**src/rtl/assert_macros.svh**
```systemverilog
// assertion macros used by the top-level rtl file
`ifndef ASSERT_MACROS_SVH
`define ASSERT_MACROS_SVH

// clocked property, checking suspended while reset is low
`define ASSERT_CLK(label, prop, msg) \
    label: assert property (@(posedge i_clk) disable iff (!i_rst_n) prop) else $error(msg);

// expression that must never be true outside reset
`define ASSERT_NEVER(label, expr, msg) \
    label: assert property (@(posedge i_clk) disable iff (!i_rst_n) !(expr)) else $error(msg);

`endif

```
**src/rtl/pli_pkg.sv**
```systemverilog
// constants, types and codes of the posting list intersection block
package pli_pkg;

    localparam int MAX_TERMS    = 4;
    localparam int LIST_DEPTH   = 1024;
    localparam int RESULT_LIMIT = 4;
    localparam int ACT_LIM      = (MAX_TERMS < RESULT_LIMIT) ? MAX_TERMS : RESULT_LIMIT;

    localparam int TERM_W      = $clog2(MAX_TERMS);
    localparam int IDX_W       = $clog2(LIST_DEPTH);
    localparam int LEN_W       = IDX_W + 1;
    localparam int ADDR_W      = TERM_W + IDX_W;
    localparam int STORE_DEPTH = MAX_TERMS * (2 ** IDX_W);

    localparam int OP_W   = 2;
    localparam int SLOT_W = 2;
    localparam int DOC_W  = 31;
    localparam int WT_W   = 32;
    localparam int CNT_W  = 3;

    localparam logic [OP_W-1:0] OP_LOAD  = 2'd0;
    localparam logic [OP_W-1:0] OP_START = 2'd1;
    localparam logic [OP_W-1:0] OP_FETCH = 2'd2;

    localparam logic STATUS_MATCH = 1'b0;
    localparam logic STATUS_DONE  = 1'b1;

    typedef logic [TERM_W-1:0] t_term;
    typedef logic [CNT_W-1:0]  t_cnt;

    // commands from the walker to the list bookkeeping
    typedef struct packed {
        logic                 load;
        logic                 first;
        logic [SLOT_W-1:0]    slot;
        logic [DOC_W-1:0]     doc;
        logic [WT_W-1:0]      weight;
        logic                 rewind;
        logic [MAX_TERMS-1:0] adv_mask;
        t_term                rd_term;
    } t_list_cmd;

    typedef struct packed {
        logic              we;
        logic [ADDR_W-1:0] addr;
        logic [DOC_W-1:0]  doc;
        logic [WT_W-1:0]   weight;
    } t_store_wr;

    typedef struct packed {
        logic             strobe;
        logic             status;
        logic [DOC_W-1:0] doc;
        logic [1:0]       term;
        logic [WT_W-1:0]  weight;
        logic             last;
    } t_result;

endpackage

```
**src/rtl/pli_lists.sv**
```systemverilog
// list lengths and cursors: appends entries, rewinds and advances cursors, flags exhausted lists
module pli_lists import pli_pkg::*; (
    input  logic                 i_clk,
    input  logic                 i_rst_n,
    input  t_list_cmd            i_cmd,
    output t_store_wr            o_wr,
    output logic [ADDR_W-1:0]    o_rd_addr,
    output logic [MAX_TERMS-1:0] o_exhausted
);

    logic [LEN_W-1:0] r_len [MAX_TERMS];
    logic [LEN_W-1:0] r_cur [MAX_TERMS];

    logic             slot_ok;
    t_term            slot_t;
    logic [LEN_W-1:0] len_eff;
    logic             room;
    logic [LEN_W-1:0] rd_cur;

    always_comb begin
        slot_ok = int'(i_cmd.slot) < MAX_TERMS;
        slot_t  = TERM_W'(i_cmd.slot);
        len_eff = i_cmd.first ? '0 : r_len[slot_t];
        room    = len_eff < LEN_W'(LIST_DEPTH);

        o_wr.we     = i_cmd.load && slot_ok && room;
        o_wr.addr   = {slot_t, len_eff[IDX_W-1:0]};
        o_wr.doc    = i_cmd.doc;
        o_wr.weight = i_cmd.weight;

        rd_cur    = r_cur[i_cmd.rd_term];
        o_rd_addr = {i_cmd.rd_term, rd_cur[IDX_W-1:0]};

        // also past the end when a list was reloaded shorter
        for (int t = 0; t < MAX_TERMS; t++) begin
            o_exhausted[t] = (r_cur[t] >= r_len[t]) || (r_cur[t] >= LEN_W'(LIST_DEPTH));
        end
    end

    always_ff @(posedge i_clk) begin
        if (!i_rst_n) begin
            for (int t = 0; t < MAX_TERMS; t++) begin
                r_len[t] <= '0;
                r_cur[t] <= '0;
            end
        end else begin
            if (i_cmd.load && slot_ok) begin
                r_len[slot_t] <= room ? len_eff + LEN_W'(1) : len_eff;
            end
            for (int t = 0; t < MAX_TERMS; t++) begin
                if (i_cmd.rewind) begin
                    r_cur[t] <= '0;
                end else if (i_cmd.adv_mask[t]) begin
                    r_cur[t] <= r_cur[t] + LEN_W'(1);
                end
            end
        end
    end

endmodule

```
**config.mk**
```make
export PLATFORM = sky130hd
export DESIGN_NAME = pli_lists
export DESIGN_NICKNAME = d
export VERILOG_FILES = /design/src/rtl/assert_macros.svh /design/src/rtl/pli_pkg.sv /design/src/rtl/pli_lists.sv
export SDC_FILE = /design/constraint.sdc
export NUM_CORES = 1
export LEC_CHECK = 0
export BUFFER_PORTS_ARGS = -buffer_cell sky130_fd_sc_hd__buf_2
export CAP_MARGIN = 40
export CORE_UTILIZATION = 40
export DETAILED_ROUTE_END_ITERATION = 6
export GPL_TIMING_DRIVEN = 0
export REMOVE_ABC_BUFFERS = 1
export SYNTH_ARGS = -nofsm -noshare
export SYNTH_HDL_FRONTEND = slang
export SYNTH_SLANG_ARGS = --single-unit
```
**constraint.sdc**
```tcl
create_clock -name i_clk -period 5.06 [get_ports i_clk]
set_input_delay 0.506 -clock i_clk [delete_from_list [all_inputs] [get_ports i_clk]]
set_output_delay 0.506 -clock i_clk [all_outputs]
set_load 0.01 [all_outputs]
```
==> summary.md <==
| Metric | Value |
|---|---|
| Top cells by area, synth | `edfxtp_1 (44%), ha_1 (10%), buf_4 (8.3%), mux4_2 (7.8%), nor2_1 (6.1%)` |
| Area after DPL | `5958 um^2` |
| H-tree depth | `3` |
| RSZ-0062 raised after global routing | `false` |
| Vias in the first global route | `4046` |
| Tmin final | `around 2.8 ns` |
| Remaining antenna violation count | `0` |
| Iter 0 DRT Violations | `about 390` |
| Setup_tns | `0 ns` |
| Clock Path Buffers | `2` |
| Status | `finished with violations` |
| CTS buffer count | `9` |
| First-pass GRT wire length | `approximately 27000 um` |
| Seq cells post-synth | `88` |
| Synth Area in Adders | `approximately a tenth` |
| Violated checks | `DRC` |
| Die area | `15680 um^2` |
| Num rows | `between 40 and 50` |
| Clock-pin slew on the worst setup and hold paths | `0.06 ns` |
| Grt ovf | `0` |
| Crit path max fanout | `5` |
| EDFF count, synth | `roughly 90` |
| Ys flop type | `edfxtp_1` |
| Share of total power in the clock network | `37.1%` |
| Max-slew violations | `0` |
| Drt first pass iters | `7` |
| Slew headroom | `between 60% and 70%` |
| Yosys warning count | `0` |
| WL per Instance | `~25 um` |
| Crit path kind | `flip-flop to output port` |
| Power per Cell Area | `around 280 nW/um^2` |
| Synth top area share | `between 40% and 50%` |
| Worst Path Arrival | `approximately 2.3 ns` |
| Resized Gates After CTS | `0` |
| Yosys cell types | `33` |
| Int Power | `1.321 mW` |
| Initial antenna violation count | `0` |
| Die Wd | `about 130 um` |
| CTS tree | `done` |
| Initial Utilization | `41.32%` |
| Peak Freq | `about 0.36 GHz` |
| Mapped Area | `around 6100 um^2` |
| Net Sw Frac | `between 20% and 30%` |
| Mapped Avg Cell Area | `approximately 11 um^2` |
| Ys async rst share | `0%` |
| Area growth syn-to-layout | `2.884%` |
| Post-synth top cells | `nor2_1 (98), edfxtp_1 (88), buf_4 (67), inv_1 (52), ha_1 (49)` |
| Post-synthesis xor/xnor area fraction | `6.345%` |
| Clock skew | `between 0.01 and 0.015 ns` |
| Most common cell in the synthesized netlist | `nor2_1` |
| Root Driver | `clkbuf_16` |
| Sequential Power Share | `about half` |
| DRT Wirelength | `around 18000 um` |
| NumNets Final | `675` |
| Layout cells sized above 1 | `between 10% and 20%` |
| Leak pwr | `2.579 nW` |
| Hold path depth | `2` |
| Worst setup EP type | `output port` |
| Vias after detailed routing | `4181` |
| Worst reg2reg path depth | `8` |
| Number of I/O pins | `around 170` |
| Comb power frac | `a little over an eighth` |
| Post-Synth Simple-Gate Area | `between 15 and 20%` |
| Worst-Skew Late Latency | `approximately 0.34 ns` |
| DR DRC count | `5` |
| Hold Buf Count CTS | `0` |
| Final hold violation count | `0` |
| Syn Inst Count | `~580` |
| Sequential area share after synthesis | `roughly 44%` |
| Critical Path RT | `4.55 ns` |
| CTS Sinks | `between 80 and 90` |
| Largest family of logic cells by synthesized area | `simple AND/OR/NAND/NOR gates` |
| Setup-violating endpoint count in the final report | `0` |
| Cell area after layout | `around 6200 um^2` |
| Diode count | `0` |
| Max Cap Violations | `0` |
| Dpl hpwl | `~14000 um` |
| Startpoint types | `flip-flop` |
| Period utilization | `55.56%` |
| Psw | `approximately 0.44 mW` |
| DR vias/cell | `5.658` |
| Mux share of post-synthesis cell area | `between 7 and 8%` |
| Worst-Margin Slew | `around 0.57 ns` |
| Core area | `between 10000 and 15000 um^2` |
| Port Buffers | `41` |
| Post-CTS Setup Bufs | `0` |
| Area leader, netlist | `edfxtp_1` |
| Die Y | `approximately 130 um` |
| Routability cong. | `around 0.87` |
| Synth Area in Compound Gates | `approximately 4.2%` |
| All-Layer GR Usage | `24.15%` |
| Worst IR Drop VDD | `~160 uV` |
| Worst hold path type | `input port to flip-flop` |
| Largest net degree at the start of global routing | `17` |
## cell type report
cell class              count  area, um^2
well taps                 184       230.2
clock buffers              11       232.7
flip-flops and latches     88        2643
repair buffers             42       212.7
clock inverters             5       57.56
fillers                  1420        8451
multi-input cells         357        2678
inverters                  52       195.2
## cell usage in the layout (no fill, tap or decap), types with 2 or more instances in the layout
| master | instances |
|---|---|
| nor2_1 | 98 |
| edfxtp_1 | 88 |
| inv_1 | 52 |
| ha_1 | 49 |
| buf_2 | 41 |
| nand2_1 | 27 |
| xor2_1 | 25 |
| nand3_1 | 24 |
| mux4_2 | 21 |
| xnor2_1 | 19 |
| and3_1 | 16 |
| nor2b_1 | 13 |
| nand2b_1 | 13 |
| a21o_1 | 12 |
| a21oi_1 | 12 |
| clkbuf_16 | 9 |
| o21a_1 | 4 |
| nand4_1 | 4 |
| o21ai_0 | 4 |
| o211ai_1 | 4 |
| clkinvlp_4 | 3 |
| and2_1 | 2 |
| nor3_2 | 2 |
| clkbuf_1 | 2 |
## logic make-up (layout without fill, tap and decap cells)
family / after synthesis / in the layout
buffers and inverters: 131 / 110
adder cells (fa/ha/maj): 49 / 49
AO/OA/AOI/OAI: 39 / 39
flip-flops: 88 / 88
multiplexers: 22 / 22
XOR/XNOR: 44 / 44
AND/OR/NAND/NOR: 203 / 203
## layer usage
metal	up-vias	track usage [%]	wire length, um
met3	25	15.49	2863
met2	273	33.59	7463
met5	-	10.84	202
li1	1859	-	-
met4	6	4.806	231
met1	2018	30.44	7520
## metrics by stage
step	std cells	utilization [%]	setup WS [ns]	hold WS (ns)	total power, mW
3_5_place_dp	723	40.53	2.074	0.6535	1.125
3_3_place_gp	722	40.48	2.075	0.6398	1.117
6_report	739	42.51	2.249	0.5038	1.766
5_1_grt	739	42.51	2.127	0.5018	1.834
2_1_floorplan	497	-	2.725	0.6000	1.028
4_1_cts	739	42.51	2.242	0.4980	1.775
## critical path: stages (launching register included)
cell and delay (ns):
edfxtp_1 0.44, inv_1 0.07, ha_1 0.28, nand2b_1 0.14, a21o_1 0.17, a21o_1 0.17, a21oi_1 0.23, o21a_1 0.16
o211ai_1 0.14, buf_2 0.17
## power by group through the flow
| stage | Sequential (mW) | Combinational (mW) | Clock, mW |
|---|---|---|---|
| after floorplan | 0.875 | 0.153 | 0 |
| after global placement | 0.893 | 0.223 | 0 |
| after detailed placement | 0.895 | 0.230 | 0 |
| after CTS | 0.880 | 0.232 | 0.663 |
| after global routing | 0.885 | 0.258 | 0.691 |
| final | 0.880 | 0.230 | 0.656 |
## state kept, by name, indices dropped and copies added, names as in the netlist
signal  cells
r_cur      44
r_len      44
## worst paths after layout
| path | start | endpoint | slack (ns) |
|---|---|---|---|
| worst max register to register | r_len[0][0] | r_len[1][8] | 2.57 |
| worst max-delay path | r_cur[2][0] | o_exhausted[2] | 2.25 |
| worst min-delay path | i_cmd[2] | r_cur[0][1] | 0.50 |
| worst min register to register | r_cur[3][10] | r_cur[3][10] | 0.66 |
Power figures use the tool's default switching activity.
