**src/rtl/assert_macros.svh**
```systemverilog
// assertion macros used by the top-level rtl file
`ifndef ASSERT_MACROS_SVH
`define ASSERT_MACROS_SVH

// clocked property, checking suspended while reset is low
`define ASSERT_CLK(label, prop, msg) \
    label: assert property (@(posedge i_clk) disable iff (!i_rst_n) prop) else $error(msg);

// expression that must never be true outside reset
`define ASSERT_NEVER(label, expr, msg) \
    label: assert property (@(posedge i_clk) disable iff (!i_rst_n) !(expr)) else $error(msg);

`endif

```
**src/rtl/pli_pkg.sv**
```systemverilog
// constants, types and codes of the posting list intersection block
package pli_pkg;

    localparam int MAX_TERMS    = 4;
    localparam int LIST_DEPTH   = 1024;
    localparam int RESULT_LIMIT = 4;
    localparam int ACT_LIM      = (MAX_TERMS < RESULT_LIMIT) ? MAX_TERMS : RESULT_LIMIT;

    localparam int TERM_W      = $clog2(MAX_TERMS);
    localparam int IDX_W       = $clog2(LIST_DEPTH);
    localparam int LEN_W       = IDX_W + 1;
    localparam int ADDR_W      = TERM_W + IDX_W;
    localparam int STORE_DEPTH = MAX_TERMS * (2 ** IDX_W);

    localparam int OP_W   = 2;
    localparam int SLOT_W = 2;
    localparam int DOC_W  = 31;
    localparam int WT_W   = 32;
    localparam int CNT_W  = 3;

    localparam logic [OP_W-1:0] OP_LOAD  = 2'd0;
    localparam logic [OP_W-1:0] OP_START = 2'd1;
    localparam logic [OP_W-1:0] OP_FETCH = 2'd2;

    localparam logic STATUS_MATCH = 1'b0;
    localparam logic STATUS_DONE  = 1'b1;

    typedef logic [TERM_W-1:0] t_term;
    typedef logic [CNT_W-1:0]  t_cnt;

    // commands from the walker to the list bookkeeping
    typedef struct packed {
        logic                 load;
        logic                 first;
        logic [SLOT_W-1:0]    slot;
        logic [DOC_W-1:0]     doc;
        logic [WT_W-1:0]      weight;
        logic                 rewind;
        logic [MAX_TERMS-1:0] adv_mask;
        t_term                rd_term;
    } t_list_cmd;

    typedef struct packed {
        logic              we;
        logic [ADDR_W-1:0] addr;
        logic [DOC_W-1:0]  doc;
        logic [WT_W-1:0]   weight;
    } t_store_wr;

    typedef struct packed {
        logic             strobe;
        logic             status;
        logic [DOC_W-1:0] doc;
        logic [1:0]       term;
        logic [WT_W-1:0]  weight;
        logic             last;
    } t_result;

endpackage

```
**src/rtl/pli_walk.sv**
```systemverilog
// command decode and the fetch sequencer that walks the cursors through the entry memory
module pli_walk import pli_pkg::*; (
    input  logic                 i_clk,
    input  logic                 i_rst_n,
    input  logic                 i_start,
    input  logic [OP_W-1:0]      i_opcode,
    input  logic [SLOT_W-1:0]    i_term_slot,
    input  logic [DOC_W-1:0]     i_entry_doc,
    input  logic [WT_W-1:0]      i_entry_weight,
    input  logic                 i_first_of_list,
    input  t_cnt                 i_n,
    input  logic [MAX_TERMS-1:0] i_exhausted,
    input  logic [DOC_W-1:0]     i_rd_doc,
    input  logic [WT_W-1:0]      i_rd_weight,
    output logic                 o_busy,
    output t_list_cmd            o_cmd,
    output t_result              o_res
);

    localparam logic [2:0] S_IDLE   = 3'd0;
    localparam logic [2:0] S_CHECK  = 3'd1;
    localparam logic [2:0] S_SCAN   = 3'd2;
    localparam logic [2:0] S_DECIDE = 3'd3;
    localparam logic [2:0] S_EMIT   = 3'd4;

    logic [2:0]       r_state, n_state;
    t_term            r_term, n_term;
    t_term            r_low_term, n_low_term;
    logic [DOC_W-1:0] r_low_doc, n_low_doc;
    logic             r_same, n_same;
    logic [DOC_W-1:0] r_doc [MAX_TERMS];
    logic [WT_W-1:0]  r_wt  [MAX_TERMS];

    logic             r_strobe, n_strobe;
    logic             r_status, n_status;
    logic [DOC_W-1:0] r_out_doc, n_out_doc;
    logic [1:0]       r_out_term, n_out_term;
    logic [WT_W-1:0]  r_out_wt, n_out_wt;
    logic             r_out_last, n_out_last;

    logic [MAX_TERMS-1:0] act;
    t_term                last_term;
    logic                 accept;
    logic                 any_ex;

    always_comb begin
        for (int t = 0; t < MAX_TERMS; t++) begin
            act[t] = t < int'(i_n);
        end
        last_term = TERM_W'(i_n - t_cnt'(1));
        accept    = i_start && (r_state == S_IDLE);
        any_ex    = |(i_exhausted & act);

        o_cmd.load     = accept && (i_opcode == OP_LOAD);
        o_cmd.first    = i_first_of_list;
        o_cmd.slot     = i_term_slot;
        o_cmd.doc      = i_entry_doc;
        o_cmd.weight   = i_entry_weight;
        o_cmd.rewind   = accept && (i_opcode == OP_START);
        o_cmd.adv_mask = '0;
        o_cmd.rd_term  = '0;

        n_state    = r_state;
        n_term     = r_term;
        n_low_term = r_low_term;
        n_low_doc  = r_low_doc;
        n_same     = r_same;
        n_strobe   = 1'b0;
        n_status   = STATUS_MATCH;
        n_out_doc  = '0;
        n_out_term = '0;
        n_out_wt   = '0;
        n_out_last = 1'b0;

        unique case (r_state)
            S_IDLE: begin
                if (accept && (i_opcode == OP_FETCH)) begin
                    n_state = S_CHECK;
                end
            end
            S_CHECK: begin
                if (any_ex) begin
                    n_strobe   = 1'b1;
                    n_status   = STATUS_DONE;
                    n_out_last = 1'b1;
                    n_state    = S_IDLE;
                end else begin
                    o_cmd.rd_term = '0;
                    n_term        = '0;
                    n_state       = S_SCAN;
                end
            end
            S_SCAN: begin
                // read data of term r_term is here, next term's read goes out
                if (r_term == '0) begin
                    n_low_doc  = i_rd_doc;
                    n_low_term = '0;
                    n_same     = 1'b1;
                end else begin
                    n_same = r_same && (i_rd_doc == r_low_doc);
                    if (i_rd_doc < r_low_doc) begin
                        n_low_doc  = i_rd_doc;
                        n_low_term = r_term;
                    end
                end
                o_cmd.rd_term = r_term + t_term'(1);
                if (r_term == last_term) begin
                    n_state = S_DECIDE;
                end else begin
                    n_term = r_term + t_term'(1);
                end
            end
            S_DECIDE: begin
                if (r_same) begin
                    n_term  = '0;
                    n_state = S_EMIT;
                end else begin
                    // ties go to the lowest term
                    o_cmd.adv_mask = MAX_TERMS'(1) << r_low_term;
                    n_state        = S_CHECK;
                end
            end
            S_EMIT: begin
                n_strobe   = 1'b1;
                n_status   = STATUS_MATCH;
                n_out_doc  = r_doc[r_term];
                n_out_term = 2'(r_term);
                n_out_wt   = r_wt[r_term];
                n_out_last = r_term == last_term;
                if (r_term == last_term) begin
                    o_cmd.adv_mask = act;
                    n_state        = S_IDLE;
                end else begin
                    n_term = r_term + t_term'(1);
                end
            end
            default: begin
                n_state = S_IDLE;
            end
        endcase
    end

    always_ff @(posedge i_clk) begin
        if (!i_rst_n) begin
            r_state  <= S_IDLE;
            r_strobe <= 1'b0;
        end else begin
            r_state  <= n_state;
            r_strobe <= n_strobe;
        end
    end

    always_ff @(posedge i_clk) begin
        r_term     <= n_term;
        r_low_term <= n_low_term;
        r_low_doc  <= n_low_doc;
        r_same     <= n_same;
        r_status   <= n_status;
        r_out_doc  <= n_out_doc;
        r_out_term <= n_out_term;
        r_out_wt   <= n_out_wt;
        r_out_last <= n_out_last;
        if (r_state == S_SCAN) begin
            r_doc[r_term] <= i_rd_doc;
            r_wt[r_term]  <= i_rd_weight;
        end
    end

    assign o_busy        = r_state != S_IDLE;
    assign o_res.strobe  = r_strobe;
    assign o_res.status  = r_status;
    assign o_res.doc     = r_out_doc;
    assign o_res.term    = r_out_term;
    assign o_res.weight  = r_out_wt;
    assign o_res.last    = r_out_last;

endmodule

```
**config.mk**
```make
export PLATFORM = sky130hd
export DESIGN_NAME = pli_walk
export DESIGN_NICKNAME = d
export VERILOG_FILES = /design/src/rtl/assert_macros.svh /design/src/rtl/pli_pkg.sv /design/src/rtl/pli_walk.sv
export SDC_FILE = /design/constraint.sdc
export NUM_CORES = 1
export LEC_CHECK = 0
export ABC_AREA = 1
export BUFFER_PORTS_ARGS = -buffer_cell sky130_fd_sc_hd__buf_2
export CAP_MARGIN = 20
export CELL_PAD_IN_SITES_DETAIL_PLACEMENT = 0
export CELL_PAD_IN_SITES_GLOBAL_PLACEMENT = 2
export CORE_UTILIZATION = 39
export CTS_CLUSTER_SIZE = 8
export DETAILED_ROUTE_END_ITERATION = 7
export GPL_ROUTABILITY_DRIVEN = 0
export HOLD_SLACK_MARGIN = 0.02
export PLACE_DENSITY_LB_ADDON = 0.1
export SLEW_MARGIN = 10
export SYNTH_ARGS = -nofsm -noshare
export SYNTH_HDL_FRONTEND = slang
export SYNTH_SLANG_ARGS = --single-unit
```
**constraint.sdc**
```tcl
create_clock -name i_clk -period 9.3 [get_ports i_clk]
set_input_delay 1.86 -clock i_clk [delete_from_list [all_inputs] [get_ports i_clk]]
set_output_delay 1.86 -clock i_clk [all_outputs]
set_load 0.02 [all_outputs]
```
==> run metrics, run 1 <==
syn nets=1335; Pre-Repair DR Iteration Count=4; GR Util All Layers=0.1748; Design Area, Final=0.01619 mm²; switching share of power=0.2114; multi-input logic area=0.003003 mm²; Yosys warnings=0; # setup viols final=0; Worst Max-Slew Pin Slew=1.006 ns; clock latency on the worst-skew pair=0.56 ns; Antenna Nets Post-Route=0; Top cell by count, worst path=buf_2; layout filler cell count=3319; Initial Utilization=0.3954; number of cells produced by synthesis=1159; DRT iter0 DRCs=408; CTS tree=yes; clock-pin slew on the worst setup and hold paths=0.05 ns; Clock Skew=0.01845 ns; Synth Area per Inst=12.14 µm²; total clock sinks=359; Area Growth Syn to Fin=15.14%; PostCTS Resize Cnt=0; CP startpoint kind=primary input; sw power=0.7537 mW; share of layout cells above drive strength 1=0.1798; Crit-path slowest cell=xnor2_2; vias in the first global route=8333; slowest stage delay, CP=0.21 ns; top_reg_cell synth=edfxtp_1; minimum clock period=4.689 ns; final non-filler cell total=1759; height of the die=191.9 µm; Total Wirelength=31330 µm; Reg power frac=0.492; crit-path max FO=4; worst hold slack=0.5054 ns; first-pass GRT wire length=47860 µm; register area=0.01007 mm²; Req. time, crit path=7.44 ns; Hold Path Class=register to register; TritonCTS Buffers=51; Pwr Density=220.1 mW/mm²; CTS root buffer=clkbuf_16; Core ar.=0.03557 mm²; row count=69; synthesized area=0.01406 mm²; Arr. time, crit path=2.83 ns; CTS Hold Bufs=0; Netlist cell types=27; share of flip-flops with an asynchronous set or reset=0; CP delay by family, top=buffers and inverters; Pwr Total=3.565 mW; worst setup path class=primary input to primary output; total gr overflow=0; Avg Vias per Cell=4.739; Clock Power Share=0.465; Post-synth EDFFs=288; DRC=0; Tcrit/Tclk final=0.5042; Seq/Total Area, Yosys=0.7160; vias=8336; Max Slew Vio Count=0; Crit path buffers/inverters=2; largest net degree at the start of global routing=88; num ports=284; maximum clock rate=213.3 MHz; Max-Cap Viols=0; IO buf count=151; Chip Width=191.9 µm; Seq cells post-synth=359; critical path endpoint category=primary output; Max-slew headroom=0.3293; initial antenna violation count=5; Logic pwr share=0.043; Cell Area, Placed=0.01476 mm²; clk buf depth=3; drt wl/cell=17.81 µm; Placed Instances=1667; Cell Chain, Critical Path=buf_2 > xnor2_2 > nor2_1 > a21oi_2 > nand2_2 > o22ai_1 > buf_2; DIE AREA=0.03683 mm²; nets=1435; setup TNS=0 ns; post-CTS setup buffers=0; worst vdd ir=0.1430 mV; htree depth=2; Internal=2.811 mW; RSZ-0062 raised after global routing=no; Leak=6.201 nW; dpl hpwl=16600 µm; status=completed; Final Hold Viols=0
[cells by family after synthesis]
| kind of cell | Yosys count | synth area share |
|---|---|---|
| compound gates | 217 | 0.07829 |
| xor+xnor | 1 | 0.001157 |
| fa+ha+maj | 35 | 0.03114 |
| buf+inv | 183 | 0.07339 |
| flops | 359 | 0.7159 |
| simple gates | 364 | 0.1001 |
[flip-flops by register name, indices dropped and copies added, names as in the netlist]
register,cells
r_out_last,1
r_out_wt,32
r_out_doc,31
r_term,2
r_strobe,1
r_low_doc,31
r_wt,128
r_state,3
r_doc,124
r_status,1
r_out_term,2
r_same,1
r_low_term,2
[path summary, 6_finish.rpt]
path,slack [ns],to,depth (start not counted),from
max reg2reg,5.57,r_doc[2][17],6,r_term[0]
min reg2reg,0.51,r_out_doc[25],2,r_doc[3][25]
min,0.51,r_out_doc[25],2,r_doc[3][25]
max,4.61,o_cmd[4],7,i_n[1]
[worst min-delay path, delay by kind of cell, from the launching register on]
family / cells / cell delay [ns]
compound gates: 2 / 0.15
flops: 1 / 0.31
[placed cells by master, fill, tap and decap left out, drive strengths merged]
cell type    n
inv         66
buf        165
edfxtp     288
clkbuf      87
o22ai        2
diode        2
dfxtp       71
or2          1
nand3        9
ha          35
a21o         1
clkinv       2
nand2       64
o21ai      134
nor3         3
a21oi       80
xnor2        1
nor3b        1
nor2       282
nand4        4
[stage by stage]
stage / setup slack, ns / utilization
3_5_place_dp: 4.617 / 0.4149
3_3_place_gp: 4.603 / 0.4149
5_1_grt: 4.437 / 0.4552
2_1_floorplan: 4.032 / -
6_report: 4.611 / 0.4553
4_1_cts: 4.568 / 0.4552
[synth_stat cells (2+ instances only)]
master	instances	area (µm²)
o21ai_0	124	620.6
inv_2	2	7.510
nand4_1	4	25.02
inv_1	63	236.5
a21oi_1	79	395.4
nor2_1	281	1055
buf_6	2	22.52
nand3_1	8	40.04
buf_2	12	60.06
dfxtp_1	71	1421
edfxtp_1	288	8648
clkbuf_1	20	75.07
ha_1	35	437.9
nor3_1	3	15.01
nand2_1	63	236.5
buf_4	84	630.6
o21ai_1	10	50.05
[final cells by class]
cell class / count / area share
diodes: 2 / 0.0003090
clock buffers: 87 / 0.08715
clock inverters: 3 / 0.001313
inverters: 65 / 0.01522
multi-input cells: 617 / 0.1854
flip-flops and latches: 359 / 0.6218
well taps: 461 / 0.03562
repair buffers: 165 / 0.05316
[power groups by stage]
stage	Combinational [mW]	Clock (mW)	Sequential, mW
after floorplan	0.137	0	1.78
after global placement	0.158	0	1.78
after detailed placement	0.159	0	1.78
after CTS	0.159	1.71	1.75
after global routing	0.178	1.77	1.75
final	0.155	1.66	1.75
[metal layers]
layer | track usage | share of wire | vias up
met5 | 0 | 0.0014 | -
met4 | 0.06502 | 0.024 | 6
met3 | 0.04385 | 0.052 | 70
met2 | 0.2896 | 0.48 | 183
met1 | 0.2202 | 0.44 | 3958
li1 | - | - | 4119
No activity file was read; power rests on OpenSTA's default activity.
==> run 2: changes to the inputs <==
- CORE_UTILIZATION: 39 -> 33
- clock period: 9.3 -> 3.9 ns (I/O delays scaled with it)
==> run metrics, run 2 (same netlist as run 1, synthesis figures left out) <==
status=completed; num ports=284 (unchanged); GR Util All Layers=0.1538 (-0.02105); Core ar.=0.04195 mm² (+18%); Antenna Nets Post-Route=0 (unchanged); switching share of power=0.2143 (+0.002877); vias=8370 (+0.41%); Tcrit/Tclk final=0.8063; commonest non-fill, non-tap cell in the layout=edfxtp_1; htree depth=2 (unchanged); setup slack after layout=0.7555 ns (-3.856 ns); worst setup path class=register to primary output; clock-pin slew on the worst setup and hold paths=0.05 ns (about the same); Top Registers=r_wt (128), r_doc (124), r_out_wt (32); Clock Power Share=0.467 (+0.002); Critical R2R Launch=r_state[2]; PostCTS Resize Cnt=0 (unchanged); Pre-Repair DR Iteration Count=4 (unchanged); CTS root buffer=clkbuf_16; maximum clock rate=318.0 MHz; DRC=0 (unchanged); Reg power frac=0.488 (-0.004); worst setup path endpoint=o_cmd[4]; Largest Register=r_wt; worst r2r dst=r_low_term[0]; clk buf depth=3 (unchanged); CTS tree=yes; Logic pwr share=0.044 (about the same); flip-flop count of the largest register after layout=128 (unchanged); DIE AREA=0.04345 mm² (+18%); Pwr Density=522.9 mW/mm² (+140%); critical path endpoint category=primary output; share of layout cells above drive strength 1=0.1800 (+0.0002160); largest net degree at the start of global routing=81 (-8.0%); CTS Hold Bufs=0 (unchanged); total gr overflow=0 (unchanged); most frequent cells in the layout=edfxtp_1 (288), nor2_1 (277), buf_2 (151); initial antenna violation count=3 (-2); Arr. time, crit path=2.36 ns (-0.47 ns); dpl ws=0.7726 ns (-3.844 ns); minimum clock period=3.145 ns; row count=75 (+8.7%); DRT iter0 DRCs=406 (-0.49%); Total Wirelength=33320 µm (+6.3%); FF-to-FF path depth=9 (+3); TritonCTS Buffers=50 (-2.0%); Final Hold Viols=0 (unchanged); Internal=6.715 mW (+140%); Leak=6.218 nW (+0.28%); Max-slew headroom=0.3350 (+0.005648); sw power=1.831 mW (+140%); total clock sinks=359 (unchanged); CP startpoint kind=register; Worst Max-Slew Pin Slew=0.9975 ns (-0.008471 ns); Max-Cap Viols=0 (unchanged); # setup viols final=0 (unchanged); IO buf count=151 (unchanged); Initial Utilization=0.3353 (-0.06012); Area Growth Syn to Fin=16.21%; dpl hpwl=18780 µm (+13%); nets=1436 (+0.070%); RSZ-0062 raised after global routing=no; vias in the first global route=8236 (-1.2%); clock latency on the worst-skew pair=0.57 ns (about the same); drt wl/cell=18.11 µm (+1.7%); Chip Width=208.4 µm (+8.6%); Req. time, crit path=3.12 ns (-4.32 ns); Max Slew Vio Count=0 (unchanged); worst vdd ir=0.2931 mV (+110%); post-CTS setup buffers=0 (unchanged); Avg Vias per Cell=4.549 (-4.0%); Clock Skew=0.01485 ns (-0.003605 ns); first-pass GRT wire length=50310 µm (+5.1%); height of the die=208.4 µm (+8.6%); Hold Path Class=primary input to register; crit-path max FO=35 (+31); Worst R2R Setup Slack=1.24 ns (-4.33 ns); setup TNS=0 ns (unchanged); Critical Path Source=r_term[0]; layout filler cell count=4100 (+24%)
==> run 2: final cells by class <==
type | count | area [µm²] | share of cell area
Antenna cell | 1 | 2.502 | 0.0001531
Inverter | 65 | 246.5 | 0.01508
Sequential cell | 359 | 10070 | 0.6161
Clock inverter | 1 | 8.758 | 0.0005359
Clock buffer | 91 | 1426 | 0.08727
Tap cell | 539 | 674.4 | 0.04126
Timing Repair Buffer | 167 | 913.4 | 0.05588
Multi-Input combinational cell | 617 | 3003 | 0.1837
==> run 2: power by group through the flow <==
stage | combinational, mW | clock (mW) | sequential (mW)
finish | 0.380 | 3.99 | 4.17
global route | 0.440 | 4.28 | 4.17
CTS | 0.393 | 4.13 | 4.17
detailed placement | 0.391 | 0 | 4.25
global placement | 0.390 | 0 | 4.25
floorplan | 0.328 | 0 | 4.25
==> run 2: stage by stage <==
step	std cells	hold slack [ns]	utilization	cell area (µm²)	total power [mW]
finish	1840	0.4348	0.3897	16340	8.546
global route	1839	0.4108	0.3896	16340	8.893
CTS	1839	0.3988	0.3896	16340	8.691
detailed placement	1747	0.5092	0.3554	14910	4.640
global placement	1747	0.5038	0.3554	14910	4.638
floorplan	1159	0.4816	-	14080	4.579
==> run 2: metal layers <==
layer  track usage  routed length [µm]  vias to the layer above
met1        0.1999               15090                     3989
met4       0.05594                 755                        4
met3       0.04121                1919                       54
met5             0                  26                        -
li1              -                   -                     4116
met2        0.2460               15530                      207
==> run 2: worst min path at each step <==
stage / from / endpoint / slack, ns / cells after the start
6_report: i_rd_weight[3] / r_wt[1][3] / 0.43 / 1
2_1_floorplan: r_doc[3][25] / r_out_doc[25] / 0.48 / 2
3_3_place_gp: r_wt[3][0] / r_out_wt[0] / 0.50 / 2
4_1_cts: i_rd_weight[3] / r_wt[1][3] / 0.40 / 1
5_1_grt: i_rd_weight[8] / r_wt[0][8] / 0.41 / 1
3_5_place_dp: r_wt[3][10] / r_out_wt[10] / 0.51 / 2
==> run 2: critical path: stages (launching register included) <==
cell      delay [ns]
edfxtp_1        0.42
inv_4           0.19
buf_4           0.41
nand2_1         0.12
a21oi_2         0.24
nand2_2         0.11
o22ai_1         0.11
buf_2           0.18
